$ cat src/sqllex_pkg.sv
package sqllex_pkg;

  // Lexer modes between bytes.
  typedef enum logic [2:0] {
    MODE_IDLE   = 3'd0,
    MODE_IDENT  = 3'd1,
    MODE_NUMBER = 3'd2,
    MODE_STRING = 3'd3,
    MODE_BANG   = 3'd4,
    MODE_GT     = 3'd5,
    MODE_LT     = 3'd6,
    MODE_STOP   = 3'd7
  } lex_mode_e;

  // Token kinds as they appear on the result channel.
  localparam logic [4:0] TK_EOF     = 5'd0;
  localparam logic [4:0] TK_IDENT   = 5'd1;
  localparam logic [4:0] TK_NUMBER  = 5'd2;
  localparam logic [4:0] TK_STRING  = 5'd3;
  localparam logic [4:0] TK_SELECT  = 5'd4;
  localparam logic [4:0] TK_STAR    = 5'd14;
  localparam logic [4:0] TK_COMMA   = 5'd15;
  localparam logic [4:0] TK_SEMI    = 5'd16;
  localparam logic [4:0] TK_LPAREN  = 5'd17;
  localparam logic [4:0] TK_RPAREN  = 5'd18;
  localparam logic [4:0] TK_EQ      = 5'd19;
  localparam logic [4:0] TK_NE      = 5'd20;
  localparam logic [4:0] TK_GT      = 5'd21;
  localparam logic [4:0] TK_GE      = 5'd22;
  localparam logic [4:0] TK_LT      = 5'd23;
  localparam logic [4:0] TK_LE      = 5'd24;
  localparam logic [4:0] TK_INVALID = 5'd25;

  // Character codes the lexer reacts to.
  localparam logic [7:0] CH_NUL    = 8'h00;
  localparam logic [7:0] CH_QUOTE  = 8'h27;
  localparam logic [7:0] CH_US     = 8'h5F;
  localparam logic [7:0] CH_BANG   = 8'h21;
  localparam logic [7:0] CH_GT     = 8'h3E;
  localparam logic [7:0] CH_LT     = 8'h3C;
  localparam logic [7:0] CH_EQ     = 8'h3D;
  localparam logic [7:0] CH_STAR   = 8'h2A;
  localparam logic [7:0] CH_COMMA  = 8'h2C;
  localparam logic [7:0] CH_SEMI   = 8'h3B;
  localparam logic [7:0] CH_LPAREN = 8'h28;
  localparam logic [7:0] CH_RPAREN = 8'h29;
  localparam logic [7:0] CH_SPACE  = 8'h20;

  // Number of identifier bytes kept for keyword matching.
  localparam int unsigned KW_DEPTH = 7;
  localparam int unsigned KW_COUNT = 10;

  // Keyword text, first character in the top byte, zero padded to seven bytes.
  localparam logic [55:0] KW_TEXT [KW_COUNT] = '{
    {"SELECT", 8'h00}, {"FROM", 24'h0}, {"WHERE", 16'h0}, {"INSERT", 8'h00},
    {"INTO", 24'h0}, {"VALUES", 8'h00}, {"CREATE", 8'h00}, {"TABLE", 16'h0},
    {"INT", 32'h0}, "VARCHAR"
  };
  localparam logic [2:0] KW_LEN [KW_COUNT] = '{
    3'd6, 3'd4, 3'd5, 3'd6, 3'd4, 3'd6, 3'd6, 3'd5, 3'd3, 3'd7
  };

  // One result item as it sits in the output queue.
  typedef struct packed {
    logic [4:0]  kind;
    logic [15:0] start;
    logic [15:0] length;
    logic        last;
  } result_t;

  function automatic logic [7:0] to_upper(input logic [7:0] ch);
    return (ch >= 8'h61 && ch <= 8'h7A) ? ch - 8'd32 : ch;
  endfunction

  // Kind of an identifier of at most seven bytes; chars beyond len are zero.
  function automatic logic [4:0] kw_lookup(input logic [55:0] chars,
                                           input logic [2:0] len);
    logic [4:0] kind;
    kind = TK_IDENT;
    for (int k = 0; k < KW_COUNT; k++) begin
      if (len == KW_LEN[k] && chars == KW_TEXT[k]) begin
        kind = TK_SELECT + 5'(k);
      end
    end
    return kind;
  endfunction

endpackage

$ cat src/sql_token_lexer_unit.sv
// A result is written to the result queue by the transfer that causes it and is offered from there.
// Throughput: one input transfer per cycle while the result queue has room and each byte
// yields at most one token; a byte that both ends a token and starts one yields two, and
// the single result port then limits the sustained rate.
// Reset (rst_ni, asynchronous, active low) empties the result queue and returns
// the lexer to idle at offset zero.
module sql_token_lexer_unit #(
  parameter int unsigned POSITION_BITS = 16
) (
  input  logic        clk_i,
  input  logic        rst_ni,
  // Byte channel.
  input  logic        in_valid_i,
  output logic        in_stall_o,
  input  logic [7:0]  data_byte_i,
  input  logic        end_of_input_i,
  // Token channel.
  output logic        out_valid_o,
  input  logic        out_stall_i,
  output logic [4:0]  token_kind_o,
  output logic [15:0] text_start_o,
  output logic [15:0] text_length_o,
  output logic        last_of_run_o
);

  localparam logic [POSITION_BITS-1:0] PosMax  = {POSITION_BITS{1'b1}};
  localparam logic [POSITION_BITS-1:0] KwLimit = POSITION_BITS'(sqllex_pkg::KW_DEPTH);
  localparam logic [POSITION_BITS-1:0] KwSpan  = POSITION_BITS'(8);

  // Saturating increment used for offsets and lengths.
  function automatic logic [POSITION_BITS-1:0] sat_inc(input logic [POSITION_BITS-1:0] v);
    return (v == PosMax) ? v : v + 1'b1;
  endfunction

  // Offsets and lengths leave the block as 16-bit fields.
  function automatic logic [15:0] to_field(input logic [POSITION_BITS-1:0] v);
    logic [31:0] wide;
    wide = 32'(v);
    return wide[15:0];
  endfunction

  // ---------------------------------------------------------------------------
  // Lexer state.
  // ---------------------------------------------------------------------------
  sqllex_pkg::lex_mode_e     mode_q, mode_d;
  logic [POSITION_BITS-1:0]  pos_q, pos_d;
  logic [POSITION_BITS-1:0]  start_q, start_d;
  logic [POSITION_BITS-1:0]  len_q, len_d;
  logic [7:0]                kw_q [sqllex_pkg::KW_DEPTH];
  logic [7:0]                kw_d [sqllex_pkg::KW_DEPTH];

  // Result queue: four entries, so a transfer that yields two tokens always fits
  // whenever at most two entries are occupied.
  sqllex_pkg::result_t fifo_q [4];
  logic [1:0]          wr_q, rd_q;
  logic [2:0]          cnt_q, cnt_d;

  logic accept;
  logic pop;
  assign in_stall_o  = (cnt_q > 3'd2);
  assign accept      = in_valid_i && !in_stall_o;
  assign out_valid_o = (cnt_q != 3'd0);
  assign pop         = out_valid_o && !out_stall_i;

  // ---------------------------------------------------------------------------
  // Byte classification.
  // ---------------------------------------------------------------------------
  logic [7:0] ch;
  logic       is_alpha, is_digit, is_space, is_quote, is_nul, is_eq, ident_cont;
  logic [7:0] ch_upper;

  assign ch         = data_byte_i;
  assign is_alpha   = (ch >= 8'h41 && ch <= 8'h5A) || (ch >= 8'h61 && ch <= 8'h7A);
  assign is_digit   = (ch >= 8'h30 && ch <= 8'h39);
  assign is_space   = (ch == sqllex_pkg::CH_SPACE) || (ch >= 8'h09 && ch <= 8'h0D);
  assign is_quote   = (ch == sqllex_pkg::CH_QUOTE);
  assign is_nul     = (ch == sqllex_pkg::CH_NUL);
  assign is_eq      = (ch == sqllex_pkg::CH_EQ);
  assign ident_cont = is_alpha || is_digit || (ch == sqllex_pkg::CH_US);
  assign ch_upper   = sqllex_pkg::to_upper(ch);

  // Restart means the byte is lexed from idle: either the lexer already sits
  // idle, or the byte ends the pending token.
  logic is_op_mode;
  logic restart;
  assign is_op_mode = (mode_q == sqllex_pkg::MODE_BANG) || (mode_q == sqllex_pkg::MODE_GT) ||
                      (mode_q == sqllex_pkg::MODE_LT);
  assign restart = !end_of_input_i &&
                   ((mode_q == sqllex_pkg::MODE_IDLE) ||
                    ((mode_q == sqllex_pkg::MODE_IDENT) && !ident_cont) ||
                    ((mode_q == sqllex_pkg::MODE_NUMBER) && !is_digit) ||
                    (is_op_mode && !is_eq));

  // ---------------------------------------------------------------------------
  // What a byte does when lexed from idle.
  // ---------------------------------------------------------------------------
  sqllex_pkg::lex_mode_e idle_mode;
  logic                  idle_emit;
  logic [4:0]            idle_kind;

  always_comb begin
    idle_mode = sqllex_pkg::MODE_IDLE;
    idle_emit = 1'b0;
    idle_kind = sqllex_pkg::TK_INVALID;
    if (is_space) begin
      idle_mode = sqllex_pkg::MODE_IDLE;
    end else if (is_nul) begin
      idle_mode = sqllex_pkg::MODE_STOP;
    end else if (is_alpha) begin
      idle_mode = sqllex_pkg::MODE_IDENT;
    end else if (is_digit) begin
      idle_mode = sqllex_pkg::MODE_NUMBER;
    end else begin
      unique case (ch)
        sqllex_pkg::CH_QUOTE:  idle_mode = sqllex_pkg::MODE_STRING;
        sqllex_pkg::CH_BANG:   idle_mode = sqllex_pkg::MODE_BANG;
        sqllex_pkg::CH_GT:     idle_mode = sqllex_pkg::MODE_GT;
        sqllex_pkg::CH_LT:     idle_mode = sqllex_pkg::MODE_LT;
        sqllex_pkg::CH_STAR: begin
          idle_emit = 1'b1;
          idle_kind = sqllex_pkg::TK_STAR;
        end
        sqllex_pkg::CH_COMMA: begin
          idle_emit = 1'b1;
          idle_kind = sqllex_pkg::TK_COMMA;
        end
        sqllex_pkg::CH_SEMI: begin
          idle_emit = 1'b1;
          idle_kind = sqllex_pkg::TK_SEMI;
        end
        sqllex_pkg::CH_LPAREN: begin
          idle_emit = 1'b1;
          idle_kind = sqllex_pkg::TK_LPAREN;
        end
        sqllex_pkg::CH_RPAREN: begin
          idle_emit = 1'b1;
          idle_kind = sqllex_pkg::TK_RPAREN;
        end
        sqllex_pkg::CH_EQ: begin
          idle_emit = 1'b1;
          idle_kind = sqllex_pkg::TK_EQ;
        end
        default: begin
          // Anything else, including every byte above 127, is a one-byte invalid token.
          idle_emit = 1'b1;
          idle_kind = sqllex_pkg::TK_INVALID;
        end
      endcase
    end
  end

  // ---------------------------------------------------------------------------
  // The pending token, as it would be emitted if it ended now.
  // ---------------------------------------------------------------------------
  logic [55:0]              kw_chars;
  logic [4:0]               ident_kind;
  logic                     flush_emit;
  logic [4:0]               flush_kind;
  logic [POSITION_BITS-1:0] flush_len;

  assign kw_chars = {kw_q[0], kw_q[1], kw_q[2], kw_q[3], kw_q[4], kw_q[5], kw_q[6]};
  // Identifiers longer than seven bytes never match a keyword.
  assign ident_kind = (len_q < KwSpan) ? sqllex_pkg::kw_lookup(kw_chars, len_q[2:0])
                                       : sqllex_pkg::TK_IDENT;

  always_comb begin
    flush_emit = 1'b1;
    flush_kind = sqllex_pkg::TK_INVALID;
    flush_len  = POSITION_BITS'(1);
    unique case (mode_q)
      sqllex_pkg::MODE_IDENT: begin
        flush_kind = ident_kind;
        flush_len  = len_q;
      end
      sqllex_pkg::MODE_NUMBER: begin
        flush_kind = sqllex_pkg::TK_NUMBER;
        flush_len  = len_q;
      end
      sqllex_pkg::MODE_STRING: begin
        flush_kind = sqllex_pkg::TK_STRING;
        flush_len  = len_q;
      end
      // A bang that is not followed by an equals sign is invalid.
      sqllex_pkg::MODE_BANG: flush_kind = sqllex_pkg::TK_INVALID;
      sqllex_pkg::MODE_GT:   flush_kind = sqllex_pkg::TK_GT;
      sqllex_pkg::MODE_LT:   flush_kind = sqllex_pkg::TK_LT;
      default:               flush_emit = 1'b0;
    endcase
  end

  // ---------------------------------------------------------------------------
  // Next mode.
  // ---------------------------------------------------------------------------
  always_comb begin
    mode_d = mode_q;
    if (accept) begin
      if (end_of_input_i) begin
        mode_d = sqllex_pkg::MODE_IDLE;
      end else if (restart) begin
        mode_d = idle_mode;
      end else begin
        unique case (mode_q)
          sqllex_pkg::MODE_STRING: begin
            if (is_quote) begin
              mode_d = sqllex_pkg::MODE_IDLE;
            end else if (is_nul) begin
              // An open string ends at a NUL, unterminated.
              mode_d = sqllex_pkg::MODE_STOP;
            end
          end
          sqllex_pkg::MODE_BANG, sqllex_pkg::MODE_GT, sqllex_pkg::MODE_LT: begin
            mode_d = sqllex_pkg::MODE_IDLE;
          end
          default: mode_d = mode_q;
        endcase
      end
    end
  end

  // ---------------------------------------------------------------------------
  // Results of this transfer: up to two, the flushed token first.
  // ---------------------------------------------------------------------------
  logic                fa, fb;
  sqllex_pkg::result_t ra, rb;
  sqllex_pkg::result_t flush_res, idle_res;
  logic [4:0]          op_kind;
  sqllex_pkg::result_t slot0, slot1;
  logic [1:0]          n_res;

  assign flush_res = '{kind: flush_kind, start: to_field(start_q),
                       length: to_field(flush_len), last: 1'b0};
  assign idle_res  = '{kind: idle_kind, start: to_field(pos_q),
                       length: 16'd1, last: 1'b0};

  always_comb begin
    unique case (mode_q)
      sqllex_pkg::MODE_BANG: op_kind = sqllex_pkg::TK_NE;
      sqllex_pkg::MODE_GT:   op_kind = sqllex_pkg::TK_GE;
      default:               op_kind = sqllex_pkg::TK_LE;
    endcase
  end

  always_comb begin
    fa = 1'b0;
    fb = 1'b0;
    ra = flush_res;
    rb = idle_res;
    if (end_of_input_i) begin
      fa = flush_emit;
      fb = 1'b1;
      rb = '{kind: sqllex_pkg::TK_EOF, start: to_field(pos_q), length: 16'd0, last: 1'b0};
    end else if (restart) begin
      fa = flush_emit;
      fb = idle_emit;
    end else begin
      unique case (mode_q) inside
        sqllex_pkg::MODE_STRING: fa = is_quote || is_nul;
        sqllex_pkg::MODE_BANG, sqllex_pkg::MODE_GT, sqllex_pkg::MODE_LT: begin
          fa = 1'b1;
          ra = '{kind: op_kind, start: to_field(start_q), length: 16'd2, last: 1'b0};
        end
        default: fa = 1'b0;
      endcase
    end

    slot0 = fa ? ra : rb;
    slot1 = rb;
    n_res = {1'b0, fa} + {1'b0, fb};
    if (n_res == 2'd2) begin
      slot1.last = 1'b1;
    end else begin
      slot0.last = 1'b1;
    end
  end

  // ---------------------------------------------------------------------------
  // Offset, token start, length and keyword bytes.
  // ---------------------------------------------------------------------------
  always_comb begin
    pos_d   = pos_q;
    start_d = start_q;
    len_d   = len_q;
    kw_d    = kw_q;
    if (accept) begin
      if (end_of_input_i) begin
        pos_d   = '0;
        start_d = '0;
        len_d   = '0;
        for (int i = 0; i < sqllex_pkg::KW_DEPTH; i++) begin
          kw_d[i] = 8'h00;
        end
      end else if (mode_q != sqllex_pkg::MODE_STOP) begin
        pos_d = sat_inc(pos_q);
        if (restart) begin
          // String text starts after the opening quote.
          start_d = is_quote ? sat_inc(pos_q) : pos_q;
          len_d   = (is_alpha || is_digit) ? POSITION_BITS'(1) : '0;
          for (int i = 0; i < sqllex_pkg::KW_DEPTH; i++) begin
            kw_d[i] = 8'h00;
          end
          if (is_alpha) begin
            kw_d[0] = ch_upper;
          end
        end else if (mode_q == sqllex_pkg::MODE_IDENT) begin
          if (len_q < KwLimit) begin
            kw_d[len_q[2:0]] = ch_upper;
          end
          len_d = sat_inc(len_q);
        end else if ((mode_q == sqllex_pkg::MODE_NUMBER) ||
                     ((mode_q == sqllex_pkg::MODE_STRING) && !is_quote && !is_nul)) begin
          len_d = sat_inc(len_q);
        end
      end
    end
  end

  assign cnt_d = cnt_q + (accept ? {1'b0, n_res} : 3'd0) - {2'b00, pop};

  always_ff @(posedge clk_i or negedge rst_ni) begin
    if (!rst_ni) begin
      mode_q  <= sqllex_pkg::MODE_IDLE;
      pos_q   <= '0;
      start_q <= '0;
      len_q   <= '0;
      for (int i = 0; i < sqllex_pkg::KW_DEPTH; i++) begin
        kw_q[i] <= 8'h00;
      end
      wr_q  <= 2'd0;
      rd_q  <= 2'd0;
      cnt_q <= 3'd0;
    end else begin
      mode_q  <= mode_d;
      pos_q   <= pos_d;
      start_q <= start_d;
      len_q   <= len_d;
      kw_q    <= kw_d;
      cnt_q   <= cnt_d;
      if (accept) begin
        wr_q <= wr_q + n_res;
      end
      if (pop) begin
        rd_q <= rd_q + 2'd1;
      end
    end
  end

  // Queue storage carries no reset; the count says which entries hold results.
  always_ff @(posedge clk_i) begin
    if (accept && (n_res != 2'd0)) begin
      fifo_q[wr_q] <= slot0;
    end
    if (accept && (n_res == 2'd2)) begin
      fifo_q[wr_q + 2'd1] <= slot1;
    end
  end

  assign token_kind_o  = fifo_q[rd_q].kind;
  assign text_start_o  = fifo_q[rd_q].start;
  assign text_length_o = fifo_q[rd_q].length;
  assign last_of_run_o = fifo_q[rd_q].last;

endmodule

$ cat config.mk
export PLATFORM = sky130hd
export DESIGN_NAME = sql_token_lexer_unit
export DESIGN_NICKNAME = d
export VERILOG_FILES = /design/src/sqllex_pkg.sv /design/src/sql_token_lexer_unit.sv
export SDC_FILE = /design/constraint.sdc
export NUM_CORES = 1
export LEC_CHECK = 0
export ABC_CLOCK_PERIOD_IN_PS = 7790
export BUFFER_PORTS_ARGS = -buffer_cell sky130_fd_sc_hd__buf_4
export CAP_MARGIN = 20
export CORE_ASPECT_RATIO = 1.1
export CORE_MARGIN = 1
export CORE_UTILIZATION = 47
export DETAILED_ROUTE_END_ITERATION = 16
export GPL_TIMING_DRIVEN = 1
export PLACE_DENSITY = 0.63
export SETUP_SLACK_MARGIN = 0.15
export SLEW_MARGIN = 0
export SYNTH_ARGS = -nofsm -noshare
export SYNTH_HDL_FRONTEND = slang
export SYNTH_SLANG_ARGS = --single-unit
$ cat constraint.sdc
create_clock -name clk_i -period 7.79 [get_ports clk_i]
set_input_delay 1.558 -clock clk_i [delete_from_list [all_inputs] [get_ports clk_i]]
set_output_delay 1.558 -clock clk_i [all_outputs]
set_load 0.1 [all_outputs]
* Word-level counts from Yosys, hierarchy flattened
Memory sizes are Yosys's and may differ from the RTL's. Cells that the tools add are included.
Operators by class: add/sub/neg operators 9, order comparisons 13, eq/ne operators 38, mux-type cells 76, bitwise operators 1, reductions and logical operators 63
Operators with widths (number):
- $eq A56 B55 Y1 const B | 10
- $mux W56 | 5
- $mux W16 | 14
- $mux W38 | 5
- $eq A8 B6 Y1 const B | 11
- $mux W5 | 14
- $bwmux W56 | 1
- $add A16 B1 Y16 const B | 2
- $eq A16 B16 Y1 const B | 2
- $pmux W5 S6 | 1
- $mux W3 | 9
- $logic_and A1 B1 Y1 | 25
- $pmux W5 S5 | 1
- $demux W8 S3 | 1
- $mux W8 | 3
- $eq A3 B3 Y1 const B | 7
- $mux W1 | 17
- $ge A8 B7 Y1 const B | 2
- $le A8 B7 Y1 const B | 2
- $lt A16 B3 Y1 const B | 1
- $lt A16 B4 Y1 const B | 1
- $pmux W3 S4 | 1
- $logic_or A1 B1 Y1 | 11
- $eq A3 B2 Y1 const B | 3
- 35 further kinds | 51
Storage, ports and cells: flip-flop bits (word level) 114, RAM bits 152, bits of input ports 13, output and inout bits 40, logic and storage cells 215, memories kept 1
Memory list:
- fifo_q | words 4, bits a word 38, read ports 1, clocked after Yosys merged registers in 0, write ports 2, line sql_token_lexer_unit.sv:54 | sqllex_pkg::result_t fifo_q [4];

* Longest topological paths before layout
depth in word-level cells 19, gate-level depth with buffers 16

* Least setup slack after synthesis
No wires, ideal clock.
kind input to register, start in data_byte_i[1], end mem fifo_q[1][0] (netlist name), enable pin, library setup time 378 ps, data arrival time 4790 ps, slack 2622 ps, stages on the path 15, cell sequence buf_2 nor4_2 a21oi_1 a21bo_2 o21a_1 o21a_1 buf_2 nand2_1 ha_1 clkbuf_1 nand2_1 nor3_1 nor2_1 clkbuf_1 inv_1
RTL lines:
- from (decl) | line sql_token_lexer_unit.sv:15 | input logic [7:0] data_byte_i,
- to (decl) | line sql_token_lexer_unit.sv:54

==> metrics.md <==
| Metric | Value |
|---|---|
| Slew Viols, Final | `0` |
| Worst-Skew Late Latency | `0.54 ns` |
| Vias in the first global route | `between 10000 and 15000` |
| Fraction of registers with async set or reset after synthesis | `between 40% and 50%` |
| Dpl cells | `1657` |
| Sequential cell area fraction in the yosys report | `48.04%` |
| Detailed-route vias per instance | `6.603` |
| Ports | `53` |
| Final setup fails | `0` |
| Die Wd | `roughly 170 um` |
| Critical path class | `in -> reg` |
| Sw Pwr | `2.445 mW` |
| Input/output buffers | `52` |
| Max-Cap Viols | `0` |
| Synth area leader | `dfrtp_1` |
| Int Pwr | `3.246 mW` |
| H-tree levels | `1` |
| Delay of the slowest critical-path stage | `0.79 ns` |
| Post-layout minimum cycle time | `5.610 ns` |
| Initial Util | `47.86%` |
| Area contributors post-synth | `dfrtp_1 20%, edfxtp_1 19%, a22o_1 9.5%` |
| Post-route setup TNS | `0 ns` |
| Worst-path clk slew | `0.06 ns` |
| Remaining DRCs | `0` |
| Die area | `a little over 0.03 sq mm` |
| Via count | `roughly 11000` |
| Required @ worst endpoint | `7.95 ns` |
| Final ANT Viol Nets | `0` |
| Worst setup EP type | `flip-flop` |
| Cts bufs inserted | `29` |
| Area growth syn-to-layout | `11.85%` |
| HP Class | `reg -> reg` |
| Mapped Nets | `1347` |
| Clk_skew | `0.008585 ns` |
| Row count | `66` |
| Mapped cell area | `0.01419 sq mm` |
| Unrepaired setup endpoints after global routing | `false` |
| Worst slack, placed | `1.683 ns` |
| Cells after Synth | `1316` |
| Actual slew at the worst max-slew pin | `1.067 ns` |
| Clock power share | `26.8%` |
| Drt pass-1 iters | `7` |
| Critical path cell sequence | `buf_4 > inv_1 > nand4_1 > o21ai_0 > o211ai_2 > nand4_1 > nand2_1 > ha_1 > nand2_1 > nor3_1 > nor2_1 > buf_4 > inv_1` |
| CTS tree | `built` |
| Fin worst setup slack | `2.180 ns` |
| Most common cell after layout, fill and taps aside | `a22o_1` |
| Largest net degree at the start of global routing | `59` |
| Yosys reg bits | `266` |
| Initial antenna violation count | `0` |
| Final core occ | `53.54%` |
| CP max stage cell | `inv_1` |
| Post-CTS sizing | `0` |
| 1st-iter DRT viols | `around 970` |
| GRT Overall Usage | `27.12%` |
| Crit path DAT | `5.77 ns` |
| Avg Inst Size Synth | `10.78 sq um` |
| Ant. Diodes | `0` |
| Wire per inst | `24.34 um` |
| Die Span Y | `184.2 um` |
| Startpoint Class | `input pin` |
| Nets@finish | `approximately 1300` |
| VDD IR max | `0.0001949 V` |
| Layout fillers | `2615` |
| Logic pwr share | `39.0%` |
| Main flop type after synthesis | `dfrtp_1` |
| Core box area | `0.02965 sq mm` |
| Post-Layout Cell Count | `1713` |
| Seq pwr share | `34.2%` |
| Worst Path Max Fanout | `33` |
| Fraction of layout cells with a size suffix above 1 | `14.79%` |
| Synth warnings | `0` |
| Most frequent cells in the layout | `154 x a22o_1, 121 x nand2_1, 112 x dfrtp_1, 92 x edfxtp_1, 71 x nor2_1` |
| Root buffer cell | `clkbuf_16` |
| Post-synth EDFFs | `92` |
| Final Hold Vio Count | `0` |
| Wirelength, routed | `~42000 um` |
| Setup bufs post-CTS | `0` |
| DP HPWL | `28540 um` |
| Hold buffers post-CTS | `0` |
| Pwr Density | `358.5 mW/mm^2` |
| Clock Path Buffers | `3` |
| GPL Wtd Cong | `0.9466` |
| LEAKAGE | `just over 6 nW` |
| Post-synth cell types | `a little under 90` |
| First-pass GRT wire length | `65060 um` |
| Relative slew slack | `between 20 and 30%` |
| CTS sink count | `266` |
| Status | `complete, no violations` |
| Fmax | `0.1783 GHz` |
| CP top delay family | `buffers and inverters` |
| Crit path buf inv count | `4` |
| Sw frac | `approximately 43%` |
| Grt ovf | `0` |
| Hold slack | `0.4779 ns` |
| Final Cycle Share | `72.02%` |
| Synth top area share | `20.10%` |
-- per-stage QoR --
stage	power (mW)	area (sq um)
floorplan	3.606	14190
global placement	4.141	14750
detailed placement	4.167	14750
CTS	5.693	15830
global route	5.938	15870
finish	5.690	15870
-- kinds of logic after synthesis --
kind of cell	share of synthesized area (%)
and+or+nand+nor	17.22
AOI/OAI and AO/OA	20.92
DFF	48.04
buffers and inverters	3.712
muxes	6.675
xor gates and xnor gates	1.790
adders and majority gates	1.640
-- synth_stat cells, types with 12 or more instances --
master / count
xor2_1: 12
nor3_1: 40
edfxtp_1: 92
o21ai_0: 50
dfxtp_1: 60
nor2b_1: 13
dfrtp_1: 114
o31ai_1: 18
nand3_1: 48
nor4_1: 21
nand2b_1: 13
ha_1: 17
nand4_1: 40
a21oi_1: 27
nand2_1: 121
buf_2: 22
a32o_1: 15
inv_1: 25
buf_1: 16
clkbuf_1: 60
a22o_1: 154
mux4_2: 38
nor2_1: 71
a31oi_1: 16
o22ai_1: 17
xnor2_1: 17
-- final timing paths --
kind	start	end	slack (ns)	cells after the start
max in group asynchronous	rst_ni	kw_chars[5]	5.40	2
min in group asynchronous	rst_ni	start_q[5]	1.12	1
worst min register to register	fifo_q[3][8]	fifo_q[3][8]	0.48	1
worst min-delay path	fifo_q[3][8]	fifo_q[3][8]	0.48	1
worst max-delay path	end_of_input_i	fifo_q[1][29]	2.18	13
worst max register to register	mode_q[1]	fifo_q[1][29]	2.70	12
-- cell type report --
cell class	count	area [sq um]	share of cell area (%)
clock inverters	15	212.7	1.340
clock buffers	38	863.3	5.439
well taps	374	467.9	2.948
inverters	26	97.59	0.6149
repair buffers	71	556.8	3.508
flip-flops and latches	266	6819	42.96
multi-input cells	923	6854	43.18
-- power by group through the flow --
| stage | Clock (mW) | Sequential, mW | Combinational (mW) |
|---|---|---|---|
| finish | 1.52 | 1.95 | 2.22 |
| global route | 1.60 | 1.97 | 2.37 |
| CTS | 1.55 | 1.94 | 2.20 |
| detailed placement | 0 | 1.97 | 2.20 |
| global placement | 0 | 1.96 | 2.18 |
| floorplan | 0 | 1.76 | 1.84 |
-- layer usage --
metal  track usage (%)  up-vias  wire [um]
met2             44.12      429      19780
met1             35.94     5614      17520
met3             3.607      103       2467
li1                  -     5165          -
met4             12.95        0       1934
met5                 0        -          0
-- state kept, by name (all words and copies together), names as in the netlist --
register and flops:
len_q 16, kw_chars 56, cnt_q 3, rd_q 2
fifo_q 152, pos_q 16, wr_q 2, start_q 16
mode_q 3
(Power assumes the default switching activity.)
